**config.mk**
```make
export PLATFORM = sky130hd
export DESIGN_NAME = button_press_duration_classifier_unit_flat
export DESIGN_NICKNAME = d
export VERILOG_FILES = /design/src/sv/bpdc_pkg.sv /design/src/sv/bpdc_channels.sv /design/src/sv/button_press_duration_classifier_unit.sv /design/src/flat_wrapper.sv
export VERILOG_INCLUDE_DIRS = /design/src /design/src/sv
export SDC_FILE = /design/constraint.sdc
export NUM_CORES = 1
export LEC_CHECK = 0
export BUFFER_PORTS_ARGS = -buffer_cell sky130_fd_sc_hd__buf_2
export CAP_MARGIN = 20
export CORE_ASPECT_RATIO = 1.4
export CORE_MARGIN = 1
export CORE_UTILIZATION = 30
export CTS_CLUSTER_SIZE = 30
export DETAILED_ROUTE_END_ITERATION = 8
export SYNTH_ARGS = -nofsm -noshare
export SYNTH_HDL_FRONTEND = slang
export SYNTH_SLANG_ARGS = --single-unit
```
**constraint.sdc**
```tcl
create_clock -name clk -period 8.83 [get_ports clk]
set_input_delay 0.4415 -clock clk [delete_from_list [all_inputs] [get_ports clk]]
set_output_delay 0.4415 -clock clk [all_outputs]
set_load 0.02 [all_outputs]
```
**src/sv/assert_macros.svh**
```systemverilog
// Assertion macros for the RTL files.
`ifndef ASSERT_MACROS_SVH
`define ASSERT_MACROS_SVH

`ifndef SYNTHESIS

// Checked on every clock edge, held off while reset is asserted
`define ASSERT_RST(label, clk, rst_n, prop, msg) \
    label: assert property (@(posedge clk) disable iff (!rst_n) prop) else $error(msg);

// Checked on every clock edge, reset included
`define ASSERT_ALWAYS(label, clk, prop, msg) \
    label: assert property (@(posedge clk) prop) else $error(msg);

`else

`define ASSERT_RST(label, clk, rst_n, prop, msg)
`define ASSERT_ALWAYS(label, clk, prop, msg)

`endif

`endif

```
**src/sv/bpdc_pkg.sv**
```systemverilog
package bpdc_pkg;

    // Press-tracking phases
    typedef enum logic [1:0] {
        PH_WAIT_PUSH      = 2'd0,
        PH_WAIT_RELEASE   = 2'd1,
        PH_CHECK_DEBOUNCE = 2'd2,
        PH_WAIT_LONG      = 2'd3
    } phase_t;

    typedef logic [3:0] action_t;
    typedef logic [2:0] colour_t;

    // Action codes
    localparam action_t ACT_NONE       = 4'd0;
    localparam action_t ACT_BAD        = 4'd1;
    localparam action_t ACT_QUICK      = 4'd2;
    localparam action_t ACT_HELD_BASE  = 4'd2;   // held n seconds -> base + n
    localparam action_t ACT_TIMEOUT    = 4'd9;

    localparam colour_t COLOUR_OFF     = 3'd0;

    // Configuration register indexes
    localparam int CFG_IDX_W = 1;
    typedef logic [CFG_IDX_W-1:0] cfg_idx_t;
    localparam cfg_idx_t REG_DEBOUNCE   = 1'b0;
    localparam cfg_idx_t REG_LONG_PRESS = 1'b1;

    localparam int CFG_W = 16;
    localparam logic [CFG_W-1:0] DEBOUNCE_RST   = 16'd50;
    localparam logic [CFG_W-1:0] LONG_PRESS_RST = 16'd1000;

    localparam int MS_PER_S    = 1000;
    localparam int TIMEOUT_S   = 7;
    localparam int NOW_W       = 32;

    // now mod 100 by folding: 8-bit chunk weights 256^i mod 100
    localparam int MAX_CHUNKS = 8;
    localparam logic [6:0] MOD100_W8 [MAX_CHUNKS] =
        '{7'd1, 7'd56, 7'd36, 7'd16, 7'd96, 7'd76, 7'd56, 7'd36};
    localparam int FOLD_W   = 18;      // up to 8 * 255 * 99
    localparam int RES_W    = 13;      // second fold result, below 7150
    localparam int W10_MOD  = 24;      // 2^10 mod 100
    // floor(x / 50) = (x * RECIP50) >> RECIP_SH for x below 7150
    localparam int RECIP_W  = 15;
    localparam logic [RECIP_W-1:0] RECIP50 = 15'd20972;
    localparam int RECIP_SH = 20;

endpackage

```
**src/sv/bpdc_channels.sv**
```systemverilog
// Sample channel: one button sample per word
interface bpdc_sample_if;
    logic        valid;
    logic        ready;
    logic        pressed;
    logic [31:0] now_ms;

    modport source (output valid, output pressed, output now_ms, input ready);
    modport sink   (input valid, input pressed, input now_ms, output ready);
endinterface

// Result channel: one classification word per sample
interface bpdc_result_if;
    logic       valid;
    logic       ready;
    logic [1:0] fsm_state;
    logic [3:0] action;
    logic       long_active;
    logic [2:0] colour_code;
    logic       blink_on;

    modport source (output valid, output fsm_state, output action, output long_active,
                    output colour_code, output blink_on, input ready);
    modport sink   (input valid, input fsm_state, input action, input long_active,
                    input colour_code, input blink_on, output ready);
endinterface

```
**src/sv/button_press_duration_classifier_unit.sv**
```systemverilog
// Channel   Dir  Handshake     Word
// sample    in   valid/ready   pressed, now_ms
// result    out  valid/ready   fsm_state, action, long_active, colour_code, blink_on
// cfg       in   cfg_we        cfg_index, cfg_wdata
//
// Two register stages, sample then result register; one word per cycle unless result stalls.
// Result valid rises when an accepted word leaves the sample register for the result register.
// The phase machine updates as a word moves from the sample stage to the result stage.
// A stalled result stalls both stages; ready drops only when the result register is full
// and not being taken.
// Reset clears the phase, press start, action, long flag and both valid bits.
`include "assert_macros.svh"

module button_press_duration_classifier_unit #(
    parameter int TIME_BITS = 32
) (
    input  logic                       clk,
    input  logic                       rst_n,
    input  logic                       cfg_we,
    input  bpdc_pkg::cfg_idx_t         cfg_index,
    input  logic [bpdc_pkg::CFG_W-1:0] cfg_wdata,
    bpdc_sample_if.sink                sample,
    bpdc_result_if.source              result
);
    import bpdc_pkg::*;

    localparam int NCH   = (TIME_BITS + 7) / 8;
    localparam int PAD_W = NCH * 8;
    localparam int PROD_W = RES_W + RECIP_W;

    // Config registers
    logic [CFG_W-1:0] debounce_reg;
    logic [CFG_W-1:0] long_press_reg;

    always_ff @(posedge clk or negedge rst_n)
    begin
        if (!rst_n)
        begin
            debounce_reg   <= DEBOUNCE_RST;
            long_press_reg <= LONG_PRESS_RST;
        end
        else if (cfg_we)
        begin
            case (cfg_index)
                REG_DEBOUNCE:   debounce_reg   <= cfg_wdata;
                REG_LONG_PRESS: long_press_reg <= cfg_wdata;
                default:        ;
            endcase
        end
    end

    // Pipeline control
    logic a_valid_reg;
    logic b_valid_reg;
    logic adv;
    logic step;

    assign adv          = !b_valid_reg || result.ready;
    assign step         = adv && a_valid_reg;
    assign sample.ready = adv;
    assign result.valid = b_valid_reg;

    always_ff @(posedge clk or negedge rst_n)
    begin
        if (!rst_n)
        begin
            a_valid_reg <= 1'b0;
            b_valid_reg <= 1'b0;
        end
        else if (adv)
        begin
            a_valid_reg <= sample.valid;
            b_valid_reg <= a_valid_reg;
        end
    end

    // First fold of now mod 100: weighted sum of 8-bit chunks
    logic [TIME_BITS-1:0] now_in;
    logic [PAD_W-1:0]     now_pad;
    logic [FOLD_W-1:0]    fold_next;

    assign now_in  = TIME_BITS'(sample.now_ms);
    assign now_pad = PAD_W'(now_in);

    always_comb
    begin
        fold_next = '0;
        for (int i = 0; i < NCH; i++)
        begin
            fold_next = fold_next + FOLD_W'(now_pad[i*8 +: 8]) * FOLD_W'(MOD100_W8[i]);
        end
    end

    // Sample stage registers
    logic                 a_pressed_reg;
    logic [TIME_BITS-1:0] a_now_reg;
    logic [FOLD_W-1:0]    a_fold_reg;

    always_ff @(posedge clk)
    begin
        if (adv && sample.valid)
        begin
            a_pressed_reg <= sample.pressed;
            a_now_reg     <= now_in;
            a_fold_reg    <= fold_next;
        end
    end

    // Blink phase: second fold, then parity of floor(x / 50)
    logic [RES_W-1:0]  res_mod;
    logic [PROD_W-1:0] res_prod;
    logic              blink_raw;

    assign res_mod   = RES_W'(a_fold_reg[9:0])
                     + RES_W'(a_fold_reg[FOLD_W-1:10]) * RES_W'(W10_MOD);
    assign res_prod  = PROD_W'(res_mod) * PROD_W'(RECIP50);
    assign blink_raw = ~res_prod[RECIP_SH];

    // Hold time and its whole-second grade
    phase_t               phase_reg;
    phase_t               phase_next;
    logic [TIME_BITS-1:0] press_start_reg;
    logic [TIME_BITS-1:0] press_start_next;
    action_t              action_reg;
    action_t              action_next;
    logic                 long_flag_reg;
    logic                 long_flag_next;
    colour_t              colour_next;
    logic                 blink_next;

    logic [TIME_BITS-1:0] elapsed;
    logic [2:0]           secs;
    logic                 over_long;
    logic                 over_debounce;

    assign elapsed       = a_now_reg - press_start_reg;
    assign over_long     = elapsed > TIME_BITS'(long_press_reg);
    assign over_debounce = elapsed > TIME_BITS'(debounce_reg);

    always_comb
    begin
        secs = 3'd0;
        for (int k = 1; k <= TIMEOUT_S; k++)
        begin
            if (elapsed >= TIME_BITS'(k * MS_PER_S))
            begin
                secs = 3'(k);
            end
        end
    end

    // Next phase
    always_comb
    begin
        phase_next = phase_reg;
        case (phase_reg)
            PH_WAIT_PUSH:
            begin
                if (a_pressed_reg)
                    phase_next = PH_WAIT_RELEASE;
            end
            PH_WAIT_RELEASE:
            begin
                if (!a_pressed_reg)
                    phase_next = PH_CHECK_DEBOUNCE;
                else if (over_long)
                    phase_next = PH_WAIT_LONG;
            end
            PH_CHECK_DEBOUNCE:
            begin
                phase_next = PH_WAIT_PUSH;
            end
            PH_WAIT_LONG:
            begin
                if (!a_pressed_reg)
                    phase_next = PH_WAIT_PUSH;
            end
            default:
            begin
                phase_next = PH_WAIT_PUSH;
            end
        endcase
    end

    // Press start, action, long flag, colour and blink
    always_comb
    begin
        press_start_next = press_start_reg;
        action_next      = action_reg;
        long_flag_next   = long_flag_reg;
        colour_next      = COLOUR_OFF;
        blink_next       = 1'b0;
        case (phase_reg)
            PH_WAIT_PUSH:
            begin
                if (a_pressed_reg)
                    press_start_next = a_now_reg;
            end
            PH_WAIT_RELEASE:
            begin
                if (a_pressed_reg && over_long)
                    long_flag_next = 1'b1;
            end
            PH_CHECK_DEBOUNCE:
            begin
                action_next = over_debounce ? ACT_QUICK : ACT_BAD;
            end
            PH_WAIT_LONG:
            begin
                if (!a_pressed_reg)
                begin
                    long_flag_next = 1'b0;
                end
                else
                begin
                    long_flag_next = 1'b1;
                    blink_next     = blink_raw;
                    if (secs == 3'(TIMEOUT_S))
                    begin
                        action_next = ACT_TIMEOUT;
                    end
                    else if (secs != 3'd0)
                    begin
                        action_next = ACT_HELD_BASE + action_t'(secs);
                        colour_next = secs;
                    end
                end
            end
            default:
            begin
                action_next = action_reg;
            end
        endcase
    end

    // State registers
    always_ff @(posedge clk or negedge rst_n)
    begin
        if (!rst_n)
        begin
            phase_reg       <= PH_WAIT_PUSH;
            press_start_reg <= '0;
            action_reg      <= ACT_NONE;
            long_flag_reg   <= 1'b0;
        end
        else if (step)
        begin
            phase_reg       <= phase_next;
            press_start_reg <= press_start_next;
            action_reg      <= action_next;
            long_flag_reg   <= long_flag_next;
        end
    end

    // Result register
    logic [1:0] out_state_reg;
    action_t    out_action_reg;
    logic       out_long_reg;
    colour_t    out_colour_reg;
    logic       out_blink_reg;

    always_ff @(posedge clk)
    begin
        if (step)
        begin
            out_state_reg  <= phase_next;
            out_action_reg <= action_next;
            out_long_reg   <= long_flag_next;
            out_colour_reg <= colour_next;
            out_blink_reg  <= blink_next;
        end
    end

    assign result.fsm_state   = out_state_reg;
    assign result.action      = out_action_reg;
    assign result.long_active = out_long_reg;
    assign result.colour_code = out_colour_reg;
    assign result.blink_on    = out_blink_reg;

    // Checks
    `ASSERT_ALWAYS(a_long_flag_phase, clk,
        long_flag_reg == (phase_reg == PH_WAIT_LONG),
        "long flag out of step with phase")
    `ASSERT_RST(a_colour_only_long, clk, rst_n,
        (b_valid_reg && out_colour_reg != COLOUR_OFF) |-> (out_state_reg == PH_WAIT_LONG),
        "colour shown outside long release")
    `ASSERT_RST(a_debounce_one_word, clk, rst_n,
        (step && phase_reg == PH_CHECK_DEBOUNCE) |=> (phase_reg == PH_WAIT_PUSH),
        "debounce check did not return to wait push")
    `ASSERT_RST(a_stall_holds_state, clk, rst_n,
        (b_valid_reg && !result.ready) |=> ($stable(phase_reg) && $stable(action_reg)),
        "state moved while result stalled")

endmodule
```
**src/flat_wrapper.sv**
```systemverilog
// flat-port wrapper written by rule: the top's interface ports become plain ports
module button_press_duration_classifier_unit_flat import bpdc_pkg::*;
#(
    parameter int TIME_BITS = 32
)
  (clk, rst_n, cfg_we, cfg_index, cfg_wdata, sample_valid, sample_pressed, sample_now_ms, sample_ready, result_valid, result_fsm_state, result_action, result_long_active, result_colour_code, result_blink_on, result_ready);
  bpdc_sample_if sample_i ();
  bpdc_result_if result_i ();
  input  logic clk;
  input  logic rst_n;
  input  logic cfg_we;
  input  bpdc_pkg::cfg_idx_t cfg_index;
  input  logic [bpdc_pkg::CFG_W-1:0] cfg_wdata;
  input wire logic [$bits(sample_i.valid)-1:0] sample_valid;
  input wire logic [$bits(sample_i.pressed)-1:0] sample_pressed;
  input wire logic [$bits(sample_i.now_ms)-1:0] sample_now_ms;
  output wire logic [$bits(sample_i.ready)-1:0] sample_ready;
  output wire logic [$bits(result_i.valid)-1:0] result_valid;
  output wire logic [$bits(result_i.fsm_state)-1:0] result_fsm_state;
  output wire logic [$bits(result_i.action)-1:0] result_action;
  output wire logic [$bits(result_i.long_active)-1:0] result_long_active;
  output wire logic [$bits(result_i.colour_code)-1:0] result_colour_code;
  output wire logic [$bits(result_i.blink_on)-1:0] result_blink_on;
  input wire logic [$bits(result_i.ready)-1:0] result_ready;
  assign sample_i.valid = sample_valid;
  assign sample_i.pressed = sample_pressed;
  assign sample_i.now_ms = sample_now_ms;
  assign sample_ready = sample_i.ready;
  assign result_valid = result_i.valid;
  assign result_fsm_state = result_i.fsm_state;
  assign result_action = result_i.action;
  assign result_long_active = result_i.long_active;
  assign result_colour_code = result_i.colour_code;
  assign result_blink_on = result_i.blink_on;
  assign result_i.ready = result_ready;
  button_press_duration_classifier_unit #(.TIME_BITS(TIME_BITS)) u_core (.clk(clk), .rst_n(rst_n), .cfg_we(cfg_we), .cfg_index(cfg_index), .cfg_wdata(cfg_wdata), .sample(sample_i), .result(result_i));
endmodule
```
* Yosys cells after proc, flatten, opt, wreduce, memory -nomap -nowiden
Cells that the tools add are included.
** Cells by class
- Div/mod/pow operators :: 0
- Reductions and logical operators :: 12
- Shifts and indexed selects :: 0
- Multiply operators :: 4
- Mux-type cells :: 20
- Equality and inequality tests :: 4
- Bitwise operators :: 5
- $lt $le $gt $ge :: 9
- Add/subtract/negate cells :: 6
** Operators with widths (count)
- 32-bit by 13-bit greater-or-equal comparator with 1-bit output, second input constant :: 3
- 32-bit by 12-bit greater-or-equal comparator with 1-bit output, second input constant :: 2
- 32-bit by 16-bit > comparator with 1-bit output :: 2
- 32-bit by 10-bit greater-or-equal comparator with 1-bit output, second input constant :: 1
- 32-bit by 11-bit greater-or-equal comparator with 1-bit output, second input constant :: 1
- 32-bit subtractor :: 1
- 13-bit by 13-bit multiplier with 19-bit output, second input constant :: 1
- 18-bit by 12-bit adder with 18-bit output :: 1
- 18-bit by 14-bit adder with 18-bit output :: 1
- 8-bit by 14-bit adder with 15-bit output :: 1
- 2-bit 2-to-1 mux :: 7
- 10-bit by 13-bit adder with 13-bit output :: 1
- 8-bit by 4-bit multiplier with 12-bit output, second input constant :: 1
- 3-bit 2-to-1 mux :: 4
- 4-bit 2-to-1 mux :: 3
- 8-bit by 3-bit multiplier with 11-bit output, second input constant :: 1
- 8-bit by 2-bit multiplier with 10-bit output, second input constant :: 1
- 2-bit case mux with 4 select lines :: 1
- 4-bit case mux with 2 select lines :: 1
- 2-bit AND reduction :: 3
- 1-bit inverter :: 5
- 2-bit by 3-bit adder with 4-bit output, first input constant :: 1
- 2-bit equality test, second input constant :: 2
- 4-bit OR reduction :: 1
- other kinds (10) :: 14
** Storage, ports and cells
- ROM bits :: 0
- Latch bits :: 0
- Memories kept :: 0
- Output and inout bits :: 13
- Bits in registers :: 135
- Word-level logic and storage cells :: 76
- Bits in writable memories :: 0
- Bits of input ports :: 55

* Longest topological paths before layout
- Word-level depth :: 14
- Depth in mapped cells :: 29
- Depth with buffers taken out :: 29

* Worst setup path after synthesis
Ideal clock, no wire load.
- Path kind :: flip-flop to flip-flop
- Start point :: reg u_core.a_fold_reg[11]
- End point :: reg u_core.out_blink_reg, in the netlist u_core.result.blink_on (data pin)
- Arrival :: 6.346 ns
- Cell stages (with the launch flop) :: 28
- Path slack :: 2.338 ns
- Data required time :: 8.684 ns
- Period minus slack after synthesis :: 6.492 ns
- Library setup time :: 0.146 ns
- Path through :: edfxtp_1 ha_1 fa_1 ha_1 a21oi_1 o21bai_1 a21oi_1 o21bai_1 a21oi_1 xor2_1 ha_1 inv_1 fa_1 inv_1 fa_1 inv_1 fa_1 fa_1 inv_1 ha_1 a21o_1 a21o_1 a21oi_1 nor2b_1 o21ai_0 a31oi_1 or3_1 a21oi_1
** On the way
- Longest elaborated chain between the ends :: 4
** RTL lines
- from (decl) :: RTL line button_press_duration_classifier_unit.sv:97 : logic [FOLD_W-1:0] a_fold_reg;
- from (signal assigned) :: RTL line button_press_duration_classifier_unit.sv:105 : a_fold_reg <= fold_next;
- 8-bit by 2-bit multiplier with 10-bit output :: RTL line button_press_duration_classifier_unit.sv:115 : + RES_W'(a_fold_reg[FOLD_W-1:10]) * RES_W'(W10_MOD);
- 10-bit by 13-bit adder with 13-bit output :: RTL line button_press_duration_classifier_unit.sv:115
- 13-bit by 13-bit multiplier with 19-bit output :: RTL line button_press_duration_classifier_unit.sv:116 : assign res_prod = PROD_W'(res_mod) * PROD_W'(RECIP50);
- 1-bit inverter :: RTL line button_press_duration_classifier_unit.sv:117 : assign blink_raw = ~res_prod[RECIP_SH];
- to (signal assigned) :: RTL line button_press_duration_classifier_unit.sv:270 : out_blink_reg <= blink_next;
- to (decl) :: RTL line button_press_duration_classifier_unit.sv:260 : logic out_blink_reg;
No other way between the ends.
A chain may end at the register's enable or synchronous reset.

* Final worst setup path
Same ends and word-level chain as after synthesis.

==> impl_metrics.env <==
export IMPL_timing_final_crit_share_pct=77.9
export IMPL_layout_cells_most_common_list="225 x inv_1, 184 x ha_1, 80 x nand2_1, 77 x a21oi_1, 71 x fa_1"
export IMPL_drt_antenna_violating_nets=0
export IMPL_holdPathStages=1
export IMPL_antenna_found_initial=0
export IMPL_place_hpwl_um=24600
export IMPL_syn_num_nets=1614
export IMPL_die_height_um=245
export IMPL_post_route_cells_drive_above_1_share_pct=13.6
export IMPL_critical_path_arrival_ps=7170
export IMPL_clock_latency_ps=440
export IMPL_max_cap_violations=0
export IMPL_worstSetupEndpointType="register"
export IMPL_gp_routability_congestion=0.881
export IMPL_globalRouteTotalUtil_pct=14.7
export IMPL_rsz0062_at_grt="false"
export IMPL_met2_length_um=15800
export IMPL_synth_warnings=0
export IMPL_top_cell_type_by_total_area_after_synthesis="ha_1"
export IMPL_syn2layout_area_growth_pct=12.5
export IMPL_synth_edf_count=58
export IMPL_start_util_pct=30.5
export IMPL_worst_setup_path_start_kind="register"
export IMPL_worst_r2r_endpoint="u_core.result.blink_on"
export IMPL_route_layer_met1_wl_um=12400
export IMPL_die_width_um=175
export IMPL_synth_seq_area_share_pct=28.3
export IMPL_wl_met3_um=715
export IMPL_slew_at_the_pin_closest_to_its_max_slew_limit_ps=771
export IMPL_hold_end="u_core.a_fold_reg[1]"
export IMPL_hold_path_class="input pin to register"
export IMPL_timing_final_crit_period_ps=6880
export IMPL_wl_per_cell_um=15.5
export IMPL_synthCells=1304
export IMPL_grt_first_pass_wirelength_um=49500
export IMPL_worstReg2RegStart="u_core.a_fold_reg[11]"
export IMPL_critical_setup_path_class="register to register"
export IMPL_tritoncts="built"
export IMPL_worstPathRequired_ps=9120
export IMPL_setup_tns_ps=0
export IMPL_clkTransAtPathRegs_ps=60
export IMPL_core_area_sq_um=41400
export IMPL_highest_layer="met4"
export IMPL_hold_viol=0
export IMPL_hold_start="sample_now_ms[1]"
export IMPL_timing_final_setup_violations=0
export IMPL_post_synth_cell_types=72
export IMPL_yosys_register_bits=131
export IMPL_vias_in_the_first_global_route=9894
export IMPL_floorplan_io_pins=68
export IMPL_top_cell_type_s_share_of_synthesized_area_pct=18.2
export IMPL_num_nets_final=1676
export IMPL_drc_errors=0
export IMPL_port_buffers=67
export IMPL_mostFrequentLayoutCell="inv_1"
export IMPL_clock_tree_htree_level_count=4
export IMPL_dr_pass1_iters=5
export IMPL_largest_reg_flops=32
export IMPL_clockRootBuffer="clkbuf_16"
export IMPL_fmax_mhz=145
export IMPL_cts_sinks=131
export IMPL_cts_root_to_sink_buffers=2
export IMPL_synthesis_area_sq_um=12600
export IMPL_clock_skew_final_ps=8.42
export IMPL_max_slew_margin_pct=48.5
export IMPL_synth_top_cells_by_area="ha_1 18%, edfxtp_1 14%, dfrtp_1 13%"
export IMPL_ys_dominant_reg_cell="dfrtp_1"
export IMPL_placement_rows=88
export IMPL_die_area_sq_um=42900
export IMPL_grt_max_degree=74
export IMPL_outcome="complete, no violations"
export IMPL_drt_iter0_drc=416
export IMPL_antenna_cells=0
export IMPL_totalWireLength_um=29700
export IMPL_grt_ovfl_total=0
export IMPL_synth_async_sr_flop_share_pct=55.7
export IMPL_reg2reg_setup_slack_ps=1950
export IMPL_num_vias=9341
export IMPL_slew_viol_final=0
export IMPL_syn_mean_instance_area_sq_um=9.69
export IMPL_via_per_inst=4.87
export IMPL_tritoncts_num_buffers=17
export IMPL_reg2regPathDepth=27
export IMPL_timing_critical_path_fanout_max=6
## cells by family after synthesis
family / count (synthesis) / share of synthesized area [%]
AO/OA/AOI/OAI: 294 / 15.6
XOR/XNOR: 59 / 4.09
adder cells (fa/ha/maj): 255 / 29.5
buffers and inverters: 254 / 7.67
flip-flops: 131 / 28.3
multiplexers: 53 / 4.70
AND/OR/NAND/NOR: 258 / 10.1
## worst max-delay path, cell delays in order, from the launching register on
cell	delay, ps
edfxtp_1	440
ha_1	240
fa_1	440
ha_1	330
a21oi_1	230
o21bai_1	90
a21oi_1	220
o21bai_1	90
a21oi_1	170
xor2_1	500
ha_1	340
inv_1	70
fa_1	410
inv_1	90
fa_1	410
inv_1	90
fa_1	450
fa_1	540
inv_1	40
ha_1	290
a21o_1	180
a21o_1	170
a21oi_1	130
nor2b_1	50
o21ai_0	150
a31oi_1	110
or3_1	340
a21oi_1	120
## cell usage after synthesis (5+ instances only)
library cell	n
and3_1	8
a31o_2	5
a211o_1	5
fa_1	71
nor2b_1	11
o211ai_1	9
ha_1	184
o21ai_0	63
or3_1	8
and2_1	8
or4_1	5
mux2_2	51
clkbuf_1	22
dfrtp_1	64
or2_2	7
nand3_1	13
o21bai_1	15
o2111ai_1	7
buf_2	6
a211oi_1	7
a21o_1	29
edfxtp_1	58
a21oi_1	77
a31oi_1	6
nand2b_1	14
o21a_1	17
nor2_1	53
nand2_1	80
inv_1	225
xor2_1	20
nand4_1	21
a221o_1	6
nor3_1	16
xnor2_1	39
dfstp_2	9
## routing by layer
layer / vias to the layer above / GRT usage, %
met5: - / 0
met1: 4489 / 16.2
li1: 4663 / -
met4: 0 / 6.75
met2: 146 / 27.7
met3: 43 / 1.72
## worst max path at each step
stage | from | to | depth (start not counted)
after detailed placement | u_core.a_fold_reg[11] | u_core.result.blink_on | 27
after global placement | u_core.a_fold_reg[11] | u_core.result.blink_on | 27
after global routing | u_core.a_fold_reg[11] | u_core.result.blink_on | 27
final | u_core.a_fold_reg[11] | u_core.result.blink_on | 27
after floorplan | u_core.a_fold_reg[11] | u_core.result.blink_on | 27
after CTS | u_core.a_fold_reg[11] | u_core.result.blink_on | 27
## layout make-up
type / count / area [sq um]
Clock buffer: 23 / 531
Clock inverter: 9 / 83.8
Fill cell: 4269 / 27200
Inverter: 225 / 845
Multi-Input combinational cell: 919 / 8090
Sequential cell: 131 / 3580
Tap cell: 540 / 676
Timing Repair Buffer: 72 / 405
## per-stage QoR
stage / cell area, sq um / setup WS, ps / hold slack [ps] / util, % / cells
after floorplan: 12600 / 2340 / 146 / - / 1304
after global placement: 13500 / 2010 / 463 / 32.7 / 1884
after detailed placement: 13500 / 1890 / 474 / 32.7 / 1884
after CTS: 14200 / 1870 / 160 / 34.2 / 1916
after global routing: 14200 / 1350 / 171 / 34.3 / 1919
final: 14200 / 1950 / 181 / 34.3 / 1919
## repair_timing
action | CTS | global route
resized for setup | 0 | 0
hold buffers | 0 | 1
hold endpoints to repair | 0 | 20
setup buffers | 0 | 0
Power is left out: the tool's default activity adds up to more than one toggle a clock period on the data nets, which glitch-free logic cannot reach.
